**src/rtl/core/abpd_pkg.sv**
```systemverilog
// shared constants, types and codes of the auto brightness pwm duty block
package abpd_pkg;

  // window and sensor scale
  localparam int unsigned WINDOW     = 100;
  localparam int unsigned FULL_SCALE = 1024;

  // field widths
  localparam int unsigned SAMPLE_W = 10;
  localparam int unsigned ENTRY_W  = $clog2(FULL_SCALE + 1);
  localparam int unsigned AVG_W    = 11;
  localparam int unsigned SUM_W    = $clog2(WINDOW * FULL_SCALE + 1);
  localparam int unsigned PERIOD_W = 24;
  localparam int unsigned PCT_W    = 7;
  localparam int unsigned MODE_W   = 2;

  // configuration port
  localparam int unsigned CFG_IDX_W  = 3;
  localparam int unsigned CFG_DATA_W = 24;

  // percent scale
  localparam int unsigned PCT_MAX = 100;

  // reciprocal of the window: floor(2^AVG_SHIFT / WINDOW), quotient low by at most one
  localparam int unsigned AVG_SHIFT = SUM_W + 2;
  localparam int unsigned AVG_MUL   = (2 ** AVG_SHIFT) / WINDOW;
  localparam int unsigned AVG_MUL_W = $clog2(AVG_MUL + 1);
  localparam int unsigned AVG_PROD_W = SUM_W + AVG_MUL_W;

  // reciprocal of one hundred for the match value
  localparam int unsigned PROD_W      = PERIOD_W + PCT_W;
  localparam int unsigned MATCH_SHIFT = PROD_W + 2;
  localparam longint unsigned MATCH_MUL = (64'd1 << MATCH_SHIFT) / PCT_MAX;
  localparam int unsigned MATCH_MUL_W = $clog2(MATCH_MUL + 1);
  localparam int unsigned MATCH_PROD_W = PROD_W + MATCH_MUL_W;
  localparam int unsigned MATCH_Q_W   = MATCH_PROD_W - MATCH_SHIFT;

  // register indexes
  typedef enum logic [CFG_IDX_W-1:0] {
    REG_PERIOD_COUNT    = 3'd0,
    REG_BRIGHTNESS_MODE = 3'd1,
    REG_MIN_PERCENT     = 3'd2,
    REG_BRIGHT_DUTY     = 3'd3,
    REG_MEDIUM_DUTY     = 3'd4,
    REG_DIM_DUTY        = 3'd5
  } cfg_reg_e;

  // brightness modes
  typedef enum logic [MODE_W-1:0] {
    MODE_AUTO   = 2'd0,
    MODE_BRIGHT = 2'd1,
    MODE_MEDIUM = 2'd2,
    MODE_DIM    = 2'd3
  } brightness_mode_e;

endpackage

```
**src/rtl/core/auto_brightness_pwm_duty.sv**
```systemverilog
// top level: light sample window, brightness percent and pwm match value
//
// Takes one light sample per clock while in_stall_o is low and returns one
// result per sample, in order. The window is a row of 100 register cells
// that shift on each sample in auto mode, with a running sum, so a new sample
// can follow every cycle. The average and the match value divide by constants
// through a registered reciprocal multiply and a one-step correction. The
// pipeline advances whenever the output register is empty or being taken, so
// in_stall_o follows out_stall_i only while a result is waiting. The user
// writes registers only while the block is idle; the block does not enforce
// it. cfg_ready_o is always high and writes to unused indexes are dropped.
module auto_brightness_pwm_duty (
  input  logic                            clk_i,
  input  logic                            rst_ni,
  // configuration writes
  input  logic                            cfg_valid_i,
  output logic                            cfg_ready_o,
  input  logic [abpd_pkg::CFG_IDX_W-1:0]  cfg_index_i,
  input  logic [abpd_pkg::CFG_DATA_W-1:0] cfg_data_i,
  // sample input
  input  logic                            in_valid_i,
  output logic                            in_stall_o,
  input  logic [abpd_pkg::SAMPLE_W-1:0]   light_sample_i,
  // result output
  output logic                            out_valid_o,
  input  logic                            out_stall_i,
  output logic [abpd_pkg::PERIOD_W-1:0]   match_value_o,
  output logic [abpd_pkg::PCT_W-1:0]      duty_percent_o,
  output logic [abpd_pkg::AVG_W-1:0]      light_average_o
);
  import abpd_pkg::*;

  function automatic logic [PCT_W-1:0] limit_duty(input logic [PCT_W-1:0] d);
    logic [PCT_W-1:0] r;
    r = d;
    if (r < PCT_W'(1)) r = PCT_W'(1);
    if (r > PCT_W'(PCT_MAX)) r = PCT_W'(PCT_MAX);
    return r;
  endfunction

  // configuration registers
  logic [PERIOD_W-1:0] period_q;
  brightness_mode_e    mode_q;
  logic [PCT_W-1:0]    min_pct_q;
  logic [PCT_W-1:0]    bright_q;
  logic [PCT_W-1:0]    medium_q;
  logic [PCT_W-1:0]    dim_q;

  // pipeline control
  logic advance;
  logic accept;
  logic auto_mode;

  // window
  logic [SUM_W-1:0] ring_sum;
  logic [SUM_W-1:0] ring_sum_next;

  // stage registers
  logic                    v1_q, v2_q, v3_q, v4_q, v5_q, v6_q, vo_q;
  logic [SUM_W-1:0]        sum1_q, sum2_q;
  logic [AVG_PROD_W-1:0]   aprod2_q;
  logic [AVG_W-1:0]        avg3_q, avg4_q, avg5_q, avg6_q, avgo_q;
  logic [PCT_W-1:0]        duty4_q, duty5_q, duty6_q, dutyo_q;
  logic [PROD_W-1:0]       mprod5_q, mprod6_q;
  logic [MATCH_PROD_W-1:0] rprod6_q;
  logic [PERIOD_W-1:0]     matcho_q;

  // combinational helpers
  logic [AVG_W-1:0]     avg_est;
  logic [SUM_W-1:0]     avg_rem;
  logic [AVG_W-1:0]     avg_fix;
  logic [ENTRY_W-1:0]   avg_clamp;
  logic [ENTRY_W-1:0]   avg_diff;
  logic [SUM_W-1:0]     drop_scaled;
  logic [PCT_W-1:0]     pct_drop;
  logic [PCT_W-1:0]     pct_raw;
  logic [PCT_W-1:0]     duty_d;
  logic [PCT_W-1:0]     duty_inv;
  logic [MATCH_Q_W-1:0] match_est;
  logic [PROD_W-1:0]    match_rem;
  logic [PERIOD_W-1:0]  match_fix;

  assign cfg_ready_o = 1'b1;
  assign advance     = !vo_q || !out_stall_i;
  assign in_stall_o  = !advance;
  assign accept      = in_valid_i && advance;
  assign auto_mode   = (mode_q == MODE_AUTO);

  // register writes
  always_ff @(posedge clk_i or negedge rst_ni) begin
    if (!rst_ni) begin
      period_q  <= PERIOD_W'(720000);
      mode_q    <= MODE_MEDIUM;
      min_pct_q <= PCT_W'(10);
      bright_q  <= PCT_W'(100);
      medium_q  <= PCT_W'(50);
      dim_q     <= PCT_W'(10);
    end else if (cfg_valid_i) begin
      unique case (cfg_index_i)
        REG_PERIOD_COUNT:    period_q  <= cfg_data_i[PERIOD_W-1:0];
        REG_BRIGHTNESS_MODE: mode_q    <= brightness_mode_e'(cfg_data_i[MODE_W-1:0]);
        REG_MIN_PERCENT:     min_pct_q <= cfg_data_i[PCT_W-1:0];
        REG_BRIGHT_DUTY:     bright_q  <= cfg_data_i[PCT_W-1:0];
        REG_MEDIUM_DUTY:     medium_q  <= cfg_data_i[PCT_W-1:0];
        REG_DIM_DUTY:        dim_q     <= cfg_data_i[PCT_W-1:0];
        default: ;
      endcase
    end
  end

  // window shifts only for samples taken in auto mode
  abpd_ring u_ring (
    .clk_i     (clk_i),
    .rst_ni    (rst_ni),
    .shift_i   (accept && auto_mode),
    .sample_i  (light_sample_i),
    .sum_o     (ring_sum),
    .sum_next_o(ring_sum_next)
  );

  // average correction: estimate is low by at most one
  assign avg_est = aprod2_q[AVG_SHIFT +: AVG_W];
  assign avg_rem = sum2_q - SUM_W'(avg_est) * SUM_W'(WINDOW);
  assign avg_fix = (avg_rem >= SUM_W'(WINDOW)) ? avg_est + AVG_W'(1) : avg_est;

  // brightness percent from the average
  assign avg_clamp   = (avg3_q > AVG_W'(FULL_SCALE)) ? ENTRY_W'(FULL_SCALE)
                                                      : ENTRY_W'(avg3_q);
  assign avg_diff    = ENTRY_W'(FULL_SCALE) - avg_clamp;
  assign drop_scaled = (SUM_W'(avg_diff) * SUM_W'(PCT_MAX)) / SUM_W'(FULL_SCALE);
  assign pct_drop    = drop_scaled[PCT_W-1:0];
  assign pct_raw     = PCT_W'(PCT_MAX) - pct_drop;

  // duty selection per mode
  always_comb begin
    unique case (mode_q)
      MODE_AUTO:   duty_d = limit_duty((pct_raw < min_pct_q) ? min_pct_q : pct_raw);
      MODE_BRIGHT: duty_d = limit_duty(bright_q);
      MODE_MEDIUM: duty_d = limit_duty(medium_q);
      MODE_DIM:    duty_d = limit_duty(dim_q);
      default:     duty_d = limit_duty(medium_q);
    endcase
  end

  assign duty_inv = PCT_W'(PCT_MAX) - duty4_q;

  // match value correction: estimate is low by at most one
  assign match_est = rprod6_q[MATCH_SHIFT +: MATCH_Q_W];
  assign match_rem = mprod6_q - PROD_W'(match_est) * PROD_W'(PCT_MAX);
  assign match_fix = (match_rem >= PROD_W'(PCT_MAX))
                     ? PERIOD_W'(match_est) + PERIOD_W'(1) : PERIOD_W'(match_est);

  // pipeline valid bits
  always_ff @(posedge clk_i or negedge rst_ni) begin
    if (!rst_ni) begin
      v1_q <= 1'b0;
      v2_q <= 1'b0;
      v3_q <= 1'b0;
      v4_q <= 1'b0;
      v5_q <= 1'b0;
      v6_q <= 1'b0;
      vo_q <= 1'b0;
    end else if (advance) begin
      v1_q <= in_valid_i;
      v2_q <= v1_q;
      v3_q <= v2_q;
      v4_q <= v3_q;
      v5_q <= v4_q;
      v6_q <= v5_q;
      vo_q <= v6_q;
    end
  end

  // pipeline payload
  always_ff @(posedge clk_i) begin
    if (advance) begin
      sum1_q   <= auto_mode ? ring_sum_next : ring_sum;
      sum2_q   <= sum1_q;
      aprod2_q <= AVG_PROD_W'(sum1_q) * AVG_PROD_W'(AVG_MUL);
      avg3_q   <= avg_fix;
      avg4_q   <= avg3_q;
      duty4_q  <= duty_d;
      avg5_q   <= avg4_q;
      duty5_q  <= duty4_q;
      mprod5_q <= PROD_W'(period_q) * PROD_W'(duty_inv);
      avg6_q   <= avg5_q;
      duty6_q  <= duty5_q;
      mprod6_q <= mprod5_q;
      rprod6_q <= MATCH_PROD_W'(mprod5_q) * MATCH_PROD_W'(MATCH_MUL);
      avgo_q   <= avg6_q;
      dutyo_q  <= duty6_q;
      matcho_q <= match_fix;
    end
  end

  assign out_valid_o     = vo_q;
  assign match_value_o   = matcho_q;
  assign duty_percent_o  = dutyo_q;
  assign light_average_o = avgo_q;

endmodule

```
**src/rtl/core/abpd_cell.sv**
```systemverilog
// one entry of the sample window, shifting to its neighbor
module abpd_cell (
  input  logic                         clk_i,
  input  logic                         rst_ni,
  input  logic                         shift_i,
  input  logic [abpd_pkg::ENTRY_W-1:0] data_i,
  output logic [abpd_pkg::ENTRY_W-1:0] data_o
);
  import abpd_pkg::*;

  logic [ENTRY_W-1:0] entry_q;

  // entry starts at full scale, takes the neighbor value on a shift
  always_ff @(posedge clk_i or negedge rst_ni) begin
    if (!rst_ni) begin
      entry_q <= ENTRY_W'(FULL_SCALE);
    end else if (shift_i) begin
      entry_q <= data_i;
    end
  end

  assign data_o = entry_q;

endmodule

```
**src/rtl/core/abpd_ring.sv**
```systemverilog
// window of samples as a row of shifting cells, with its running sum
module abpd_ring (
  input  logic                          clk_i,
  input  logic                          rst_ni,
  input  logic                          shift_i,
  input  logic [abpd_pkg::SAMPLE_W-1:0] sample_i,
  output logic [abpd_pkg::SUM_W-1:0]    sum_o,
  output logic [abpd_pkg::SUM_W-1:0]    sum_next_o
);
  import abpd_pkg::*;

  logic [ENTRY_W-1:0] link [WINDOW+1];
  logic [SUM_W-1:0]   sum_q;
  logic [SUM_W-1:0]   sum_d;

  assign link[0] = ENTRY_W'(sample_i);

  // newest sample enters cell zero, the oldest leaves the last cell
  for (genvar k = 0; k < WINDOW; k++) begin : g_cell
    abpd_cell u_cell (
      .clk_i  (clk_i),
      .rst_ni (rst_ni),
      .shift_i(shift_i),
      .data_i (link[k]),
      .data_o (link[k+1])
    );
  end

  // running sum drops the oldest entry and adds the new sample
  assign sum_d = sum_q - SUM_W'(link[WINDOW]) + SUM_W'(sample_i);

  always_ff @(posedge clk_i or negedge rst_ni) begin
    if (!rst_ni) begin
      sum_q <= SUM_W'(WINDOW * FULL_SCALE);
    end else if (shift_i) begin
      sum_q <= sum_d;
    end
  end

  assign sum_o      = sum_q;
  assign sum_next_o = sum_d;

endmodule

```
**config.mk**
```make
export PLATFORM = sky130hd
export DESIGN_NAME = auto_brightness_pwm_duty
export DESIGN_NICKNAME = d
export VERILOG_FILES = /design/src/rtl/core/abpd_pkg.sv /design/src/rtl/core/auto_brightness_pwm_duty.sv /design/src/rtl/core/abpd_cell.sv /design/src/rtl/core/abpd_ring.sv
export SDC_FILE = /design/constraint.sdc
export NUM_CORES = 2
export LEC_CHECK = 0
export BUFFER_PORTS_ARGS = -buffer_cell sky130_fd_sc_hd__buf_2
export CORE_ASPECT_RATIO = 1.75
export CORE_MARGIN = 4
export CORE_UTILIZATION = 51
export DETAILED_ROUTE_END_ITERATION = 7
export GPL_ROUTABILITY_DRIVEN = 0
export HOLD_SLACK_MARGIN = 0.06
export PLACE_DENSITY = 0.71
export SYNTH_ARGS = -nofsm -noshare
export SYNTH_HDL_FRONTEND = slang
export SYNTH_HIERARCHICAL = 1
export SYNTH_SLANG_ARGS = --single-unit
```
**constraint.sdc**
```tcl
create_clock -name clk_i -period 16.3 [get_ports clk_i]
set_input_delay 2.445 -clock clk_i [delete_from_list [all_inputs] [get_ports clk_i]]
set_output_delay 2.445 -clock clk_i [all_outputs]
set_load 0.005 [all_outputs]
```
==> flow_summary_export.csv <==
group,metric,value,unit
outcome,outcome,"completed",
layout,fin_cells,8563,
place,io_buffers,85,
clocking,cts_setup_buffers,0,
detailed_routing,vias,46400,
setup_path,cp.required,16790,ps
setup_path,crit_top_cell,"ha_1",
setup_path,cp.arrival,8820,ps
layout,fin_util,55.5,%
setup_path,max_stage_delay,770,ps
die,die_area,0.175,mm^2
flow_run,cap_violations,0,
place,pre_cts_ws,8130,ps
sta,setup_viol,0,
setup_path,reg2regPathDepth,29,
sta,final.setup.tns,0,ps
synthesis,syn-mean-instance-area,13.9,um^2
detailed_routing,final_antenna_net_count,0,
layout,drive_above_1_share,26.2,%
min_path,hp-class,"reg -> reg",
grt,grt_usage,19.6,%
place,hpwl,124000,um
die,rows,198,
detailed_routing,vias_per_cell,5.42,
clocking,cts_tree,"yes",
min_path,min_to,"duty6_q[3]",
clocking,cts_root_buf,"clkbuf_16",
clocking,postCtsHoldBufs,0,
clocking,cts_resized,0,
sta,slew_violations,0,
synthesis,synth-edff-count,235,
clocking,clk_latency,790,ps
min_path,hp-start,"duty5_q[3]",
synthesis,synth_cell_type_count,90,
sta,grt_setup_unrepaired,"false",
clocking,clockBufferDepth,4,
setup_path,crit_path_end_kind,"flip-flop",
sta,relSlewSlack,18.3,%
layout,areaGrowthSynthToFinish,8.03,%
sta,fin_ws,7970,ps
detailed_routing,first_pass_iters,6,
die,die_y,550,um
synthesis,ys_ff_latch,1413,
clocking,cts_made_buffers,138,
grt,grt_pass1_vias,51600,
sta,worst_pin_slew,1220,ps
synthesis,async_reset_ff_share,83.4,%
synthesis,synth_top_area_cell,"dfrtp_1",
setup_path,r2r_setup_slack,7970,ps
synthesis,synth.area.top_cells,"dfrtp_1 31%, mux2_4 18%, fa_1 12%",
clocking,clkSlewWorstSetupHoldPaths,70,ps
die,start_util,51.4,%
die,dieWidth,318,um
setup_path,slowest_stage,"a21oi_1",
synthesis,synth_area,0.0856,mm^2
synthesis,synth_fp_nets,7397,
grt,grt_overflow_total,0,
detailed_routing,post_drt_wl_per_cell,19.8,um
detailed_routing,drt-initial-drc-count,2580,
sta,fin_skew,74.3,ps
detailed_routing,drc_errors,0,
layout,finalNetCount,7508,
die,pin_count,87,
synthesis,synthCells,6151,
sta,finalCritPeriodShare,51.1,%
grt,grt_pass1_wl,278000,um
clocking,clock_sinks,1413,
setup_path,crit_buf_inv,0,
grt,antenna_found_initial,13,
setup_path,start_kind,"flip-flop",
detailed_routing,totalWireLength,170000,um
sta,period_needed,8330,ps
setup_path,crit_family,"compound AO/OA/AOI/OAI gates",
clocking,cts-htree-levels,4,
sta,fmax,0.120,GHz
grt,grt_max_degree,198,
synthesis,ys_seq_area_share,42.9,%
setup_path,r2r-start,"avg3_q[0]",
layout,fillCellCount,13300,
setup_path,critPathMaxFanout,12,
synthesis,synth_flop_cell,"dfrtp_1",
synthesis,synth_top_area_share,30.9,%
setup_path,r2r_end,"duty4_q[0]",
synthesis,synth_warnings,6,
place,placed_cells_incl_taps,8322,
sta,finalHoldViolCount,0,
setup_path,path_class,"reg -> reg",
die,core_area,0.166,mm^2
min_path,holdPathStages,0,
==> routing by layer <==
layer / track usage [%] / vias to the layer above / share of wire (%)
met2: 35.2 / 1013 / 52
met1: 22.4 / 23800 / 38
li1: - / 21100 / -
met3: 2.52 / 518 / 3.4
met4: 11.9 / 2 / 6.8
met5: 0 / - / 0.0077
==> synth_stat cells (7+ instances only) <==
master and count:
and2_1 72, buf_6 102, a21boi_0 8, o21ai_0 122, nand2_1 221, o221ai_1 9, edfxtp_1 235, mux2_4 1000
nor4b_1 9, o2111ai_1 7, ha_1 694, o211ai_1 22, o21a_1 30, and3_1 11, nand3_1 42, nand4_1 22
dfrtp_1 1055, o21bai_1 16, xnor2_1 123, inv_1 823, fa_1 510, o21ai_1 7, clkbuf_1 39, mux2_2 178
or3_1 16, a31oi_1 14, a211o_1 10, nor4_1 16, nand2b_1 27, nor3b_1 11, nand4b_1 7, mux2i_1 13
nor3_1 50, nor2_1 119, dfstp_2 123, nor2b_1 23, a21oi_1 124, a21o_1 56, o31ai_1 9, xor2_1 49
a211oi_1 16
==> flip-flops by register name, indices dropped and copies added (netlist names), 15 cells and up <==
register                     cells
u_ring/g_cell.u_cell/data_o   1100
match_value_o                   24
sum1_q                          17
sum2_q                          15
mprod6_q                        29
rprod6_q                        25
period_q                        24
u_ring/sum_o                    17
mprod5_q                        31
==> layout by cell type (no fill, tap or decap), drive strengths merged, types with 16 or more instances in the layout <==
cell type,n
buf,119
o211ai,22
xnor2,123
a21o,56
dfstp,123
nand4,23
nand2b,27
or3,16
o21ai,130
inv,831
nor4,16
ha,694
clkbuf,185
o21a,30
o21bai,16
nand2,222
and2,72
dfrtp,1055
mux2,1178
clkinv,26
a211oi,19
edfxtp,235
nor3,50
fa,510
a21oi,126
xor2,49
nand3,42
nor2b,23
nor2,119
==> layout make-up <==
type	instances	area (um^2)	area share (%)
clock buffers	185	3960	4.28
clock inverters	54	612	0.662
diodes	2	5.00	0.00541
well taps	2200	2750	2.98
repair buffers	119	821	0.888
flip-flops and latches	1413	36700	39.7
multi-input cells	3766	44500	48.1
inverters	824	3090	3.35
==> worst max-delay path by stage <==
stage           startpoint          endpoint  slack (ps)  cells after the start
6_report         avg3_q[0]        duty4_q[0]        7970                     29
4_1_cts          avg3_q[0]        duty4_q[0]        8120                     32
2_1_floorplan  out_stall_i  u_ring/sum_o[16]          30                      6
5_1_grt          avg3_q[0]        duty4_q[0]        7330                     29
3_3_place_gp     avg3_q[0]        duty4_q[0]        8290                     32
3_5_place_dp     avg3_q[0]        duty4_q[0]        8130                     32
==> cell families (layout without fill, tap and decap cells) <==
logic type | after synthesis | after routing | synth area share (%)
flip-flops | 1413 | 1413 | 42.9
adder cells (fa/ha/maj) | 1204 | 1204 | 22.1
multiplexers | 1192 | 1192 | 20.1
buffers and inverters | 972 | 1182 | 5.18
AND/OR/NAND/NOR | 672 | 672 | 3.90
AO/OA/AOI/OAI | 522 | 522 | 4.07
XOR/XNOR | 174 | 174 | 1.81
other | 2 | 4 | 0.00878
==> metrics by stage <==
step	hold WS, ps	instance area, um^2
final	411	92400
after global routing	432	92400
after CTS	414	92400
after detailed placement	405	87900
after global placement	404	87900
after floorplan	400	85600
Power is left out: the tool's default activity adds up to more than one toggle a clock period on the data nets, which glitch-free logic cannot reach.
